File: src/q2e_pkg.sv
// q2e_pkg: word types, fixed-point constants and the CORDIC arctangent table
// for the quaternion to Euler angle converter. No dependencies.
package q2e_pkg;

  typedef struct packed {
    logic signed [15:0] quat_x;
    logic signed [15:0] quat_y;
    logic signed [15:0] quat_z;
    logic signed [15:0] quat_w;
  } in_word_t;

  typedef struct packed {
    logic signed [15:0] roll_angle;
    logic signed [15:0] pitch_angle;
    logic signed [15:0] yaw_angle;
    logic               gimbal_locked;
  } out_word_t;

  localparam int ARG_W  = 37;   // CORDIC x/y datapath, Q30 plus growth
  localparam int ANG_W  = 29;   // Q24 angle accumulator
  localparam int SQRT_N = 31;   // root bits, one per stage

  localparam logic signed [ANG_W-1:0] ANG_PI      = 29'sd52707179;
  localparam logic signed [ANG_W-1:0] ANG_HALF_PI = 29'sd26353589;
  localparam logic signed [17:0]      HALF_PI_Q12 = 18'sd6434;

  // round(atan(2^-i) * 2^24)
  function automatic logic signed [ANG_W-1:0] atan_q24(input int idx);
    logic signed [ANG_W-1:0] v;
    case (idx)
      0:  v = 29'sd13176795;
      1:  v = 29'sd7778716;
      2:  v = 29'sd4110060;
      3:  v = 29'sd2086331;
      4:  v = 29'sd1047214;
      5:  v = 29'sd524117;
      6:  v = 29'sd262123;
      7:  v = 29'sd131069;
      8:  v = 29'sd65536;
      9:  v = 29'sd32768;
      10: v = 29'sd16384;
      11: v = 29'sd8192;
      12: v = 29'sd4096;
      13: v = 29'sd2048;
      14: v = 29'sd1024;
      15: v = 29'sd512;
      16: v = 29'sd256;
      17: v = 29'sd128;
      18: v = 29'sd64;
      19: v = 29'sd32;
      20: v = 29'sd16;
      21: v = 29'sd8;
      22: v = 29'sd4;
      23: v = 29'sd2;
      default: v = '0;
    endcase
    return v;
  endfunction

  // Q24 -> Q12, round half up, saturate to 16 bits
  function automatic logic signed [15:0] to_q12(input logic signed [ANG_W-1:0] a);
    logic signed [ANG_W-1:0] t;
    logic signed [ANG_W-1:0] r;
    logic signed [15:0]      q;
    t = a + 29'sd2048;
    r = t >>> 12;
    if (r > 29'sd32767) begin
      q = 16'sh7fff;
    end else if (r < -29'sd32768) begin
      q = 16'sh8000;
    end else begin
      q = r[15:0];
    end
    return q;
  endfunction

endpackage

File: src/q2e_isqrt.sv
// q2e_isqrt: pipelined floor square root of a 61-bit value, one root bit per
// stage, SQRT_N stages. Uses q2e_pkg.
module q2e_isqrt (
  input  logic        clk,
  input  logic [60:0] n_in,
  output logic [30:0] root
);

  localparam int N = q2e_pkg::SQRT_N;

  logic [60:0] rem_r [N];
  logic [61:0] res_r [N];

  genvar k;
  generate
    for (k = 0; k < N; k++) begin : g_stage
      logic [60:0] rem_in;
      logic [61:0] res_in;
      logic [61:0] bitv;
      logic [61:0] trial;
      logic [60:0] rem_nxt;
      logic [61:0] res_nxt;

      if (k == 0) begin : g_first
        assign rem_in = n_in;
        assign res_in = '0;
      end else begin : g_next
        assign rem_in = rem_r[k-1];
        assign res_in = res_r[k-1];
      end

      assign bitv  = 62'(1) << (60 - 2 * k);
      assign trial = res_in + bitv;

      always_comb begin
        if ({1'b0, rem_in} >= trial) begin
          rem_nxt = rem_in - trial[60:0];
          res_nxt = (res_in >> 1) + bitv;
        end else begin
          rem_nxt = rem_in;
          res_nxt = res_in >> 1;
        end
      end

      always_ff @(posedge clk) begin
        rem_r[k] <= rem_nxt;
        res_r[k] <= res_nxt;
      end
    end
  endgenerate

  assign root = res_r[N-1][30:0];

endmodule

File: config.mk
export PLATFORM = sky130hd
export DESIGN_NAME = q2e_isqrt
export DESIGN_NICKNAME = d
export VERILOG_FILES = /design/src/q2e_pkg.sv /design/src/q2e_isqrt.sv
export SDC_FILE = /design/constraint.sdc
export NUM_CORES = 2
export LEC_CHECK = 0
export BUFFER_PORTS_ARGS = -buffer_cell sky130_fd_sc_hd__buf_2
export CORE_MARGIN = 5
export CORE_UTILIZATION = 45
export DETAILED_ROUTE_END_ITERATION = 16
export SLEW_MARGIN = 20
export SYNTH_ARGS = -nofsm -noshare
export SYNTH_HDL_FRONTEND = slang
export SYNTH_SLANG_ARGS = --single-unit
File: constraint.sdc
create_clock -name clk -period 4.05 [get_ports clk]
set_clock_uncertainty 0.15 [all_clocks]
set_input_delay 0.6075 -clock clk [delete_from_list [all_inputs] [get_ports clk]]
set_output_delay 0.6075 -clock clk [all_outputs]
set_load 0.02 [all_outputs]
# After elaboration in Yosys (flattened, before gate mapping)
# Memory sizes are Yosys's and may differ from the RTL's.
# Index checks and enable logic that the tools add are counted.
# W data, S select, Z words.
[word_totals] inputBits=62 wordCells=186 mem_bits_rw=3813 ff_bits=0 mem_count=2 out_inout_bits=31
[mem_list] memory="res_r" words=31 width=62 rd=31 rd_ports_with_merged_regs=0 wr=31 line_no="q2e_isqrt.sv:12" text="logic [61:0] res_r [N];"
[mem_list] memory="rem_r" words=31 width=61 rd=30 rd_ports_with_merged_regs=0 wr=31 line_no="q2e_isqrt.sv:11" text="logic [60:0] rem_r [N];"
[classes] n_mux=62 order_cmp=31 n_addsub=91
[ops] cell="$mux W61" count=32
[ops] cell="$ge A61 B62 Y1" count=30
[ops] cell="$mux W62" count=30
[ops] cell="$sub A61 B61 Y61" count=30
[ops] cell="$add A61 B1 Y62 const B" count=1
[ops] cell="$add A61 B11 Y62 const B" count=1
[ops] cell="$add A61 B13 Y62 const B" count=1
[ops] cell="$add A61 B15 Y62 const B" count=1
[ops] cell="$add A61 B17 Y62 const B" count=1
[ops] cell="$add A61 B19 Y62 const B" count=1
[ops] cell="$add A61 B21 Y62 const B" count=1
[ops] cell="$add A61 B23 Y62 const B" count=1
[ops] cell="$add A61 B25 Y62 const B" count=1
[ops] cell="$add A61 B27 Y62 const B" count=1
[ops] cell="$add A61 B29 Y62 const B" count=1
[ops] cell="$add A61 B3 Y62 const B" count=1
[ops] cell="$add A61 B31 Y62 const B" count=1
[ops] cell="$add A61 B33 Y62 const B" count=1
[ops] cell="$add A61 B35 Y62 const B" count=1
[ops] cell="$add A61 B37 Y62 const B" count=1
[ops] cell="$add A61 B39 Y62 const B" count=1
[ops] cell="$add A61 B41 Y62 const B" count=1
[ops] cell="$add A61 B43 Y62 const B" count=1
[ops] cell="$add A61 B45 Y62 const B" count=1
[ops] cell="other kinds (42)" count=42

# Depth between registers and ports, before layout
# An unclocked memory read counts as a cell.
[logic_depth] ltp_word=4 depth_mapped=15 ltp_nobuf=13

# Least setup slack after synthesis
# No wires, ideal clock.
[synth_timing] path_kind="flip-flop to flip-flop" from="memory res_r[21][34]" to="memory rem_r[22][44], in the netlist rem_r[1][410]" setup_ps=118 setup_slack_ps=619 stages_incl_launch_ff=13 arrival_time_ps=3163 period_less_slack_ps=3431 t_required_ps=3782 n_path_buf=1 cell_sequence="dfxtp_1 > inv_1 > ha_1 > nand4_1 > or4_1 > or4_1 > o211a_1 > nand3_1 > a211oi_1 > or2_1 > buf_6 > or4_4 > xnor2_1"
[synth_lines] element="start, declared" line_no="q2e_isqrt.sv:12"
[synth_lines] element="end, declared" line_no="q2e_isqrt.sv:11"

==> metrics.md <==
| Metric | Value |
|---|---|
| Status | `finished clean` |
| Final WL | `225000 um` |
| FF-to-FF End | `rem_r[1][717]$_DFF_P_` |
| Post-DRT Antenna Nets | `0` |
| First-pass GRT wire length | `353000 um` |
| Reg2Reg Depth | `12` |
| Synth top area share | `0.529` |
| Mapped Area | `88000 sq um` |
| Lkg Pwr | `around 46 nW` |
| Final period util | `0.973` |
| Layout cell share with drive strength beyond 1 | `0.0831` |
| Number of flops mapped to enable cells by yosys | `0` |
| Synthesis Warnings | `0` |
| Crit path capture type | `flop` |
| Yosys reg bits | `2326` |
| Clk sink count | `between 2000 and 2500` |
| VDD IR-drop max | `~0.44 mV` |
| Total GRT Usage | `0.216` |
| Post-DP HPWL | `roughly 180000 um` |
| Final WS setup | `0.111 ns` |
| Min-Delay Path Class | `reg2reg` |
| Worst EP arrival | `4.50 ns` |
| Die H | `about 450 um` |
| Synth cell count leaders | `dfxtp_1 (2326), inv_1 (657), nor2_1 (648)` |
| Slowest CP cell | `or4_1` |
| Syn nets | `9476` |
| CP Buf/Inv Count | `2` |
| Req. time, crit path | `about 4.6 ns` |
| Pre-CTS setup slack | `-0.134 ns` |
| Cell taking the most area after synthesis | `dfxtp_1` |
| H-tree levels | `4` |
| Ports | `93` |
| Die width | `452 um` |
| Reg-to-reg setup timing slack | `between 0.1 and 0.15 ns` |
| Ys flop type | `dfxtp_1` |
| Wire per inst | `18.7 um` |
| Leading post-synthesis cells by cell area | `dfxtp_1 (53%), ha_1 (7.4%), xnor2_1 (4.4%)` |
| RSZ-0062 raised after global routing | `false` |
| Initial DRT Pass Iterations | `6` |
| Root buf cell | `clkbuf_16` |
| Area grow syn2layout | `15.1%` |
| Nets | `9796` |
| Minimum clock period | `around 3.9 ns` |
| Vias | `about 63000` |
| CTS tree | `yes` |
| Initial Util | `0.452` |
| Slew Limit Fails | `0` |
| Endpoints failing hold | `0` |
| Core area | `195000 sq um` |
| Reg-to-reg startpoint | `res_r[26][34]$_DFF_P_` |
| Post-synthesis sequential area ratio | `0.529` |
| Top-count cell post-synth | `dfxtp_1` |
| Clk slew on worst S/H paths | `approximately 0.060 ns` |
| CTS Buf Count | `229` |
| NetSw | `24.8 mW` |
| Via density | `approximately 5.3` |
| Worst Setup SP | `res_r[26][34]$_DFF_P_` |
| Worst setup endpoint | `rem_r[1][717]$_DFF_P_` |
| Critical path depth | `12` |
| RePlAce Congestion | `0.908` |
| Gr ovfl total | `0` |
| CP Cell Sequence | `inv_1 > ha_1 > nand4b_1 > nor3_4 > nand4_1 > nor4b_1 > nor4_1 > o211a_2 > inv_2 > o211ai_2 > or4_1 > xnor2_1` |
| Startpoint Class | `flop` |
| Power share of the clock group | `0.306` |
| Worst hold start | `res_r[21][18]$_DFF_P_` |
| Slew HR | `0.282` |
| Net Sw Frac | `0.330` |
| Initial DRC Count | `between 3000 and 4000` |
| Max Clk Rate | `~250 MHz` |
| DRC Markers | `0` |
| Distinct cells, synth | `89` |
| Vias in the first global route | `~63000` |
| Sequential share of power | `0.439` |
| Internal | `50.3 mW` |
| Clock Latency Late Sink | `a little under 0.9 ns` |
| Worst-path maximum fanout | `8` |
| Row cnt | `162` |
| Final setup vio count | `0` |
| PD cells | `about 740 nW/um^2` |
| Mapped Cells | `around 8900` |
| Post-Syn Area per Cell | `just under 10 sq um` |
| Logic pwr share | `0.255` |
| Max-cap violation count | `0` |
| Post-CTS Setup Bufs | `0` |
| Post-synth ARST share | `0` |
| Die Area | `205000 sq um` |
| Kind of critical path | `reg2reg` |
| Worst Tran Pin Value | `between 1 and 1.5 ns` |
| Largest net degree at the start of global routing | `60` |
| Crit path largest cell delay | `about 0.5 ns` |
| Antenna violations before repair | `12` |
| Setup TNS | `0 ns` |
| IO buf count | `just over 90` |
| Crit-path leading delay family | `simple AND/OR/NAND/NOR gates` |
| CTS max path bufs | `3` |
layout by cell type (no fill, tap or decap), types with 92 or more instances in the layout:
master / n
nor2_1: 648
xnor2_1: 445
xor2_1: 348
a21oi_1: 617
nand3_1: 164
clkbuf_16: 229
ha_1: 523
nand2_1: 559
a21o_1: 176
nand4_1: 147
inv_1: 657
nor3_1: 220
o21ai_0: 387
buf_4: 103
nor4_1: 302
dfxtp_1: 2326
buf_2: 92
nand2b_1: 100
state kept, by name, indices dropped and copies added, names as in the netlist:
name   count
rem_r   1830
res_r    496
metrics by stage:
| stage | instances | area, sq um | hold slack (ns) | util | total power, mW |
|---|---|---|---|---|---|
| after floorplan | 8890 | 88000 | 0.172 | - | 45.9 |
| after global placement | 11500 | 92000 | 0.177 | 0.473 | 52.2 |
| after detailed placement | 11500 | 92000 | 0.179 | 0.473 | 52.3 |
| after CTS | 12000 | 101000 | 0.126 | 0.520 | 75.6 |
| after global routing | 12000 | 101000 | 0.145 | 0.520 | 79.5 |
| final | 12000 | 101000 | 0.146 | 0.520 | 75.1 |
per-layer routing:
layer,vias to the layer above,GRT usage,share of wire
li1,31600,-,-
met1,30100,0.286,0.46
met2,1267,0.375,0.48
met3,295,0.0294,0.044
met4,0,0.0480,0.018
met5,-,0,0
layout make-up:
type,instances,area [sq um]
inverters,663,2490
repair buffers,261,1940
multi-input cells,5729,38400
fillers,17500,93500
diodes,4,10.0
well taps,2624,3280
clock buffers,300,6510
clock inverters,135,2030
flip-flops and latches,2326,46600
power by group through the flow:
stage                     Sequential (mW)  Combinational (mW)  Clock [mW]
after CTS                            33.0                19.1        23.5
final                                32.9                19.2        23.0
after global routing                 33.5                21.4        24.5
after detailed placement             33.5                18.9           0
after global placement               33.5                18.7           0
after floorplan                      31.2                14.7           0
how the worst min path moves through the flow:
| stage | to | slack (ns) | cells past startpoint |
|---|---|---|---|
| finish | res_r[22][17]$_DFF_P_ | 0.15 | 0 |
| global route | rem_r[0][46]$_DFF_P_ | 0.15 | 2 |
| CTS | rem_r[0][12]$_DFF_P_ | 0.13 | 2 |
| detailed placement | rem_r[1][375]$_DFF_P_ | 0.18 | 0 |
| floorplan | rem_r[0][391]$_DFF_P_ | 0.17 | 0 |
| global placement | rem_r[1][64]$_DFF_P_ | 0.18 | 0 |
kinds of logic (layout without fill, tap and decap cells):
kind of cell	count (synthesis)	after routing	share of synthesized area
AND/OR/NAND/NOR	2650	2650	0.154
adder cells (fa/ha/maj)	524	524	0.0746
multiplexers	85	85	0.0107
AO/OA/AOI/OAI	1676	1676	0.117
buffers and inverters	835	1359	0.0358
flip-flops	2326	2326	0.529
other	1	5	0.0000426
XOR/XNOR	793	793	0.0789
worst reg2reg max path, cell delays in order (launching register included):
cell and delay [ns]:
dfxtp_1 0.32, inv_1 0.04, ha_1 0.44, nand4b_1 0.24, nor3_4 0.40, nand4_1 0.49, nor4b_1 0.47, nor4_1 0.13
o211a_2 0.23, inv_2 0.15, o211ai_2 0.14, or4_1 0.50, xnor2_1 0.14
timing repair:
action	CTS	global route
hold endpoints to repair	61	0
resized for setup	2	6
endpoints found under the setup margin	17	8
hold buffers	61	0
(Power assumes the default switching activity.)
