<file path="src/q2e_pkg.sv">
// q2e_pkg: word types, fixed-point constants and the CORDIC arctangent table
// for the quaternion to Euler angle converter. No dependencies.
package q2e_pkg;

  typedef struct packed {
    logic signed [15:0] quat_x;
    logic signed [15:0] quat_y;
    logic signed [15:0] quat_z;
    logic signed [15:0] quat_w;
  } in_word_t;

  typedef struct packed {
    logic signed [15:0] roll_angle;
    logic signed [15:0] pitch_angle;
    logic signed [15:0] yaw_angle;
    logic               gimbal_locked;
  } out_word_t;

  localparam int ARG_W  = 37;   // CORDIC x/y datapath, Q30 plus growth
  localparam int ANG_W  = 29;   // Q24 angle accumulator
  localparam int SQRT_N = 31;   // root bits, one per stage

  localparam logic signed [ANG_W-1:0] ANG_PI      = 29'sd52707179;
  localparam logic signed [ANG_W-1:0] ANG_HALF_PI = 29'sd26353589;
  localparam logic signed [17:0]      HALF_PI_Q12 = 18'sd6434;

  // round(atan(2^-i) * 2^24)
  function automatic logic signed [ANG_W-1:0] atan_q24(input int idx);
    logic signed [ANG_W-1:0] v;
    case (idx)
      0:  v = 29'sd13176795;
      1:  v = 29'sd7778716;
      2:  v = 29'sd4110060;
      3:  v = 29'sd2086331;
      4:  v = 29'sd1047214;
      5:  v = 29'sd524117;
      6:  v = 29'sd262123;
      7:  v = 29'sd131069;
      8:  v = 29'sd65536;
      9:  v = 29'sd32768;
      10: v = 29'sd16384;
      11: v = 29'sd8192;
      12: v = 29'sd4096;
      13: v = 29'sd2048;
      14: v = 29'sd1024;
      15: v = 29'sd512;
      16: v = 29'sd256;
      17: v = 29'sd128;
      18: v = 29'sd64;
      19: v = 29'sd32;
      20: v = 29'sd16;
      21: v = 29'sd8;
      22: v = 29'sd4;
      23: v = 29'sd2;
      default: v = '0;
    endcase
    return v;
  endfunction

  // Q24 -> Q12, round half up, saturate to 16 bits
  function automatic logic signed [15:0] to_q12(input logic signed [ANG_W-1:0] a);
    logic signed [ANG_W-1:0] t;
    logic signed [ANG_W-1:0] r;
    logic signed [15:0]      q;
    t = a + 29'sd2048;
    r = t >>> 12;
    if (r > 29'sd32767) begin
      q = 16'sh7fff;
    end else if (r < -29'sd32768) begin
      q = 16'sh8000;
    end else begin
      q = r[15:0];
    end
    return q;
  endfunction

endpackage

</file>
<file path="src/q2e_cordic.sv">
// q2e_cordic: vectoring-mode CORDIC atan2, one register per iteration plus a
// quadrant prestage. Uses q2e_pkg.
module q2e_cordic #(
  parameter int STAGES = 16
) (
  input  logic                                clk,
  input  logic signed [q2e_pkg::ARG_W-1:0]    y_in,
  input  logic signed [q2e_pkg::ARG_W-1:0]    x_in,
  output logic signed [q2e_pkg::ANG_W-1:0]    angle
);

  localparam int AW = q2e_pkg::ARG_W;
  localparam int ZW = q2e_pkg::ANG_W;

  logic signed [AW-1:0] x_r    [STAGES+1];
  logic signed [AW-1:0] y_r    [STAGES+1];
  logic signed [ZW-1:0] z_r    [STAGES+1];
  logic                 zero_r [STAGES+1];

  // left half-plane: rotate by +-pi first
  always_ff @(posedge clk) begin
    zero_r[0] <= (x_in == '0) && (y_in == '0);
    if (x_in < 0) begin
      x_r[0] <= -x_in;
      y_r[0] <= -y_in;
      z_r[0] <= (y_in >= 0) ? q2e_pkg::ANG_PI : -q2e_pkg::ANG_PI;
    end else begin
      x_r[0] <= x_in;
      y_r[0] <= y_in;
      z_r[0] <= '0;
    end
  end

  genvar i;
  generate
    for (i = 0; i < STAGES; i++) begin : g_iter
      logic signed [AW-1:0] dx;
      logic signed [AW-1:0] dy;
      assign dx = y_r[i] >>> i;
      assign dy = x_r[i] >>> i;
      always_ff @(posedge clk) begin
        zero_r[i+1] <= zero_r[i];
        if (y_r[i] >= 0) begin
          x_r[i+1] <= x_r[i] + dx;
          y_r[i+1] <= y_r[i] - dy;
          z_r[i+1] <= z_r[i] + q2e_pkg::atan_q24(i);
        end else begin
          x_r[i+1] <= x_r[i] - dx;
          y_r[i+1] <= y_r[i] + dy;
          z_r[i+1] <= z_r[i] - q2e_pkg::atan_q24(i);
        end
      end
    end
  endgenerate

  assign angle = zero_r[STAGES] ? '0 : z_r[STAGES];

endmodule

</file>
<file path="config.mk">
export PLATFORM = sky130hd
export DESIGN_NAME = q2e_cordic
export DESIGN_NICKNAME = d
export VERILOG_FILES = /design/src/q2e_pkg.sv /design/src/q2e_cordic.sv
export SDC_FILE = /design/constraint.sdc
export NUM_CORES = 2
export LEC_CHECK = 0
export BUFFER_PORTS_ARGS = -buffer_cell sky130_fd_sc_hd__buf_2
export CAP_MARGIN = 20
export CORE_ASPECT_RATIO = 1.5
export CORE_MARGIN = 8
export CORE_UTILIZATION = 65
export DETAILED_ROUTE_END_ITERATION = 16
export PLACE_DENSITY = 0.88
export SLEW_MARGIN = 20
export SYNTH_ARGS = -nofsm -noshare
export SYNTH_HDL_FRONTEND = slang
export SYNTH_SLANG_ARGS = --single-unit
export TNS_END_PERCENT = 20
</file>
<file path="constraint.sdc">
create_clock -name clk -period 6.2 [get_ports clk]
set_input_delay 0.31 -clock clk [delete_from_list [all_inputs] [get_ports clk]]
set_output_delay 0.31 -clock clk [all_outputs]
set_load 0.01 [all_outputs]
</file>
Word-level counts from Yosys, hierarchy flattened
Memories as Yosys holds them, arrays and structs flattened.
Cells that the tools add are included.
- bits in registers: 0
- output and inout port bits: 29
- memory bits (writable): 1768
- memories: 4
- logic and storage cells: 277
- input bits: 75
- bitwise operators: 51
- add/sub/neg operators: 97
- reductions and logical operators: 3
- mux-type cells: 104
- $lt $le $gt $ge: 18
- memory list (memory ; words ; width ; rd ports ; clocked after memory_dff ; write ports ; line ; source):
    x_r ; 17 ; 37 ; 16 ; 0 ; 17 ; q2e_cordic.sv:15 ; logic signed [AW-1:0] x_r [STAGES+1];
    y_r ; 17 ; 37 ; 16 ; 0 ; 17 ; q2e_cordic.sv:16 ; logic signed [AW-1:0] y_r [STAGES+1];
    z_r ; 17 ; 29 ; 17 ; 0 ; 17 ; q2e_cordic.sv:17 ; logic signed [ZW-1:0] z_r [STAGES+1];
    zero_r ; 17 ; 1 ; 17 ; 0 ; 17 ; q2e_cordic.sv:18 ; logic zero_r [STAGES+1];
- operators by type and width (kind ; number):
    two-way mux 37 bit ; 34
    greater-or-equal comparator 37 x 1 -> 1 bit, second input constant ; 17
    two-way mux 29 bit ; 19
    adder 37 x 22 -> 37 bit ; 2
    adder 37 x 23 -> 37 bit ; 2
    adder 37 x 24 -> 37 bit ; 2
    adder 37 x 25 -> 37 bit ; 2
    adder 37 x 26 -> 37 bit ; 2
    adder 37 x 27 -> 37 bit ; 2
    adder 37 x 28 -> 37 bit ; 2
    adder 37 x 29 -> 37 bit ; 2
    adder 37 x 30 -> 37 bit ; 2
    adder 37 x 31 -> 37 bit ; 2
    adder 37 x 32 -> 37 bit ; 2
    adder 37 x 33 -> 37 bit ; 2
    adder 37 x 34 -> 37 bit ; 2
    adder 37 x 35 -> 37 bit ; 2
    adder 37 x 36 -> 37 bit ; 2
    zero test 37 bit ; 2
    negation 37 bit ; 2
    subtractor 37 x 22 -> 37 bit ; 2
    subtractor 37 x 23 -> 37 bit ; 2
    subtractor 37 x 24 -> 37 bit ; 2
    subtractor 37 x 25 -> 37 bit ; 2
    other kinds (47) ; 161

Longest topological paths before layout
- depth after elaboration: 4
- mapped depth: 22
- depth with buffers taken out: 22

Worst setup path after synthesis
OpenSTA, ideal clock, no wires.
- kind: register to register
- start point: memory x_r[9][14] in the netlist's numbering
- end point: memory y_r[10][34] in the netlist's numbering
- stages on the path, launching flop included: 17
- required time: 6081 ps
- clock period less this slack: 4984 ps
- setup time: 119 ps
- path buffers: 0
- arrival: 4866 ps
- slack: 1216 ps
- cells stage by stage: dfxtp_1 nor4_1 nand3_1 or4_1 or4_1 or4_1 o41ai_1 xor2_1 ha_1 nand4_1 a2111oi_0 o311a_1 o21ai_1 a2111oi_0 or3_1 a31oi_1 xnor2_1
- RTL lines (item ; line):
    from (decl) ; q2e_cordic.sv:15
    to (decl) ; q2e_cordic.sv:16

==> flow_summary.yaml <==
yosys:
  synth_compound_area_share_pct: 23.0
  synthSimpleGateAreaFrac_pct: 15.1
  synthMuxAreaShare_pct: 0.221
  synthesis.area_mm2: 0.114
  synth_seq_area_share_pct: 27.7
  synth_top_family_by_area: "compound AO/OA/AOI/OAI gates"
  synth_xor_area_share_pct: 15.0
  syn_inst: 13400
  synth_fa_ha_area_share_pct: 16.2
  synthFlopType: "dfxtp_1"
  synth_seq_cells: 1580
  yosys.cell_types.count: 96
  ys.warnings.count: 0
  avgSynthCellArea_um2: 8.53
  synth_edf_count: 0
  synth-async-reset-ratio_pct: 0
routing:
  first_pass_iters: 6
  drc: 0
  antenna_left: 0
  wirelength_mm: 320
  viasPerCell: 6.29
  num_vias: 101000
  drtIter0Drc: 5519
  wl_per_cell_um: 19.8
clock_network:
  cts_buffers: 166
  cts_root_buf: "clkbuf_16"
  cts_tree: "built"
  clock-sinks: 1580
  clk_path_buf_depth: 4
  path_clk_slew_ps: 60
  clock_latency_ps: 850
  htreeDepth: 4
  ctsResizeCount: 0
setup_path:
  worstPathMaxFanout: 5
  cp-end-kind: "flip-flop"
  worstPathArrival_ps: 6420
  criticalPathCategory: "flip-flop to flip-flop"
  start_kind: "flip-flop"
  cp.required_ps: 6970
timing:
  fmax_mhz: 177
  tightest_slew_ps: 1040
  fin_crit_sh_pct: 91.1
  period_minus_slack_ps: 5650
  skew_ps: 66.0
  maxSlewHeadroom_pct: 30.0
  slew_violations: 0
  fin_tns_setup_ps: 0
  rsz0062_at_grt: "no"
  finalHoldViolations: 0
  setup_violations: 0
layout:
  multiInputGateArea_mm2: 0.0799
  fin_cells: 16100
  register_area_mm2: 0.0317
  num-fill-cells: 13400
  nNetsFinal: 15300
  syn2layout_area_growth_pct: 8.84
  drive_above_1_share_pct: 4.24
place:
  io_buffers: 103
  dp_hpwl_mm: 248
  place.gp.congestion: 1.04
  dp_cells: 15700
status:
  status: "completed"
grt:
  grt_pass1_wl_mm: 505
  grt_usage_pct: 32.3
  grt_overflow: 0
  grt_antenna_before_repair: 3
  grt_pass1_vias: 103000
  grt_max_degree: 63
floorplan:
  core_mm2: 0.175
  io_pins: 104
  initial_core_util_pct: 65.4
  die_h_um: 530
  die_area_mm2: 0.190
  die_w_um: 358
  rows: 188
job:
  drv_cap: 0
worst_hold_path:
  hold_class: "primary input to flip-flop"
==> sequential cells by signal, summed over array words and instances (netlist names) <==
| name | cells |
|---|---|
| zero_r | 17 |
| y_r | 556 |
| z_r | 467 |
| x_r | 540 |
==> cells by family (layout without fill, tap and decap cells) <==
family          after synthesis  count (layout)
compound gates             4083            4083
flops                      1580            1580
other cells                   1              79
simple gates               3457            3457
mux                          25              25
xor+xnor                   1957            1957
buf+inv                     839            1216
fa+ha+maj                  1459            1459
==> cell usage in the layout (no fill, tap or decap), types with 90 or more instances in the layout <==
| cell type | netlist | final |
|---|---|---|
| dfxtp_1 | 1580 | 1566 |
| a31oi_1 | 90 | 90 |
| nor2b_1 | 235 | 235 |
| o31ai_1 | 268 | 268 |
| a21o_1 | 594 | 594 |
| xnor2_1 | 1264 | 1264 |
| nand2b_1 | 230 | 230 |
| o21ai_0 | 762 | 761 |
| or3_1 | 167 | 167 |
| or4_1 | 170 | 170 |
| nand4_1 | 111 | 111 |
| a211oi_1 | 96 | 96 |
| o21a_1 | 221 | 221 |
| dlygate4sd3_1 | 0 | 121 |
| nor3_1 | 225 | 225 |
| nand3_1 | 235 | 235 |
| a21oi_1 | 1121 | 1121 |
| and3_1 | 109 | 109 |
| o21bai_1 | 162 | 162 |
| ha_1 | 1415 | 1415 |
| nand2_1 | 775 | 775 |
| xor2_1 | 693 | 693 |
| o41ai_1 | 126 | 126 |
| nor2_1 | 900 | 900 |
| inv_1 | 621 | 621 |
| clkbuf_16 | 0 | 169 |
| o21ai_1 | 150 | 151 |
| buf_2 | 0 | 103 |
==> routing by layer <==
layer	track usage, %	routed length [um]
met3	4.33	13000
met5	0	27
met1	27.0	103000
met4	31.5	36200
met2	63.1	168000
==> stage by stage <==
step | setup slack, ps | cell area, um2 | util, % | hold WS, ps
floorplan | 1220 | 115000 | - | 310
global placement | 628 | 118000 | 67.4 | 310
detailed placement | 687 | 118000 | 67.4 | 312
CTS | 649 | 124000 | 71.2 | 93.7
global route | 160 | 124000 | 71.2 | 212
finish | 555 | 124000 | 71.2 | 198
==> critical path: stages, from the launching register on <==
cell and delay [ps]:
dfxtp_1 330, or4_1 560, or3_1 470, or4_1 540
or4_1 600, o41ai_1 540, xnor2_1 130, ha_1 360
o21ai_0 170, nor2_1 90, nor2_1 110, o31ai_1 90
or3_1 340, o21ai_1 250, o21ai_1 140, o41ai_1 300
buf_4 180, o21ai_1 60, a21oi_1 180, xnor2_1 140
==> path summary, 6_finish.rpt <==
check	slack, ps	from	endpoint	cells past startpoint
setup / recovery	550	y_r[1][7]	x_r[2][36]	19
hold / removal	200	x_in[36]	x_r[0][15]	3
setup reg to reg	550	y_r[1][7]	x_r[2][36]	19
hold reg to reg	310	zero_r[1][4]	zero_r[1][5]	0
==> layout make-up <==
| cell class | count | area share, % |
|---|---|---|
| Antenna cell | 1 | 0.00201 |
| Inverter | 635 | 1.91 |
| Sequential cell | 1580 | 25.4 |
| Clock buffer | 232 | 3.85 |
| Multi-Input combinational cell | 11100 | 64.2 |
| Timing Repair Buffer | 285 | 1.75 |
| Tap cell | 2280 | 2.29 |
| Clock inverter | 64 | 0.592 |
==> cell usage after synthesis (28+ instances only) <==
master       n  area, um2
a211o_1     29        254
a211oi_1    96        721
a21boi_0    33        248
a21o_1     594       4460
a21oi_1   1121       5610
a311oi_1    28        245
a31o_2      36        315
a31oi_1     90        563
and2_1      60        375
and3_1     109        682
clkbuf_1   177        664
dfxtp_1   1580      31600
fa_1        44        881
ha_1      1415      17700
inv_1      621       2330
nand2_1    775       2910
nand2b_1   230       1440
nand3_1    235       1180
nand4_1    111        694
nor2_1     900       3380
nor2b_1    235       1470
nor3_1     225       1130
nor4_1      85        532
o211ai_1    53        398
o21a_1     221       1660
o21ai_0    762       3810
o21ai_1    150        751
o21bai_1   162       1220
o31a_1      39        342
o31ai_1    268       2010
o41ai_1    126       1100
or2_2       55        344
or3_1      167       1040
or4_1      170       1280
xnor2_1   1264      11100
xor2_1     693       6070
==> what timing repair did <==
action	CTS	global route
endpoints found under the setup margin	0	0
endpoints found under the hold margin	77	0
hold buffers	121	0
buffers inserted	0	0
Power is left out: the tool's default activity adds up to more than one toggle a clock period on the data nets, which glitch-free logic cannot reach.
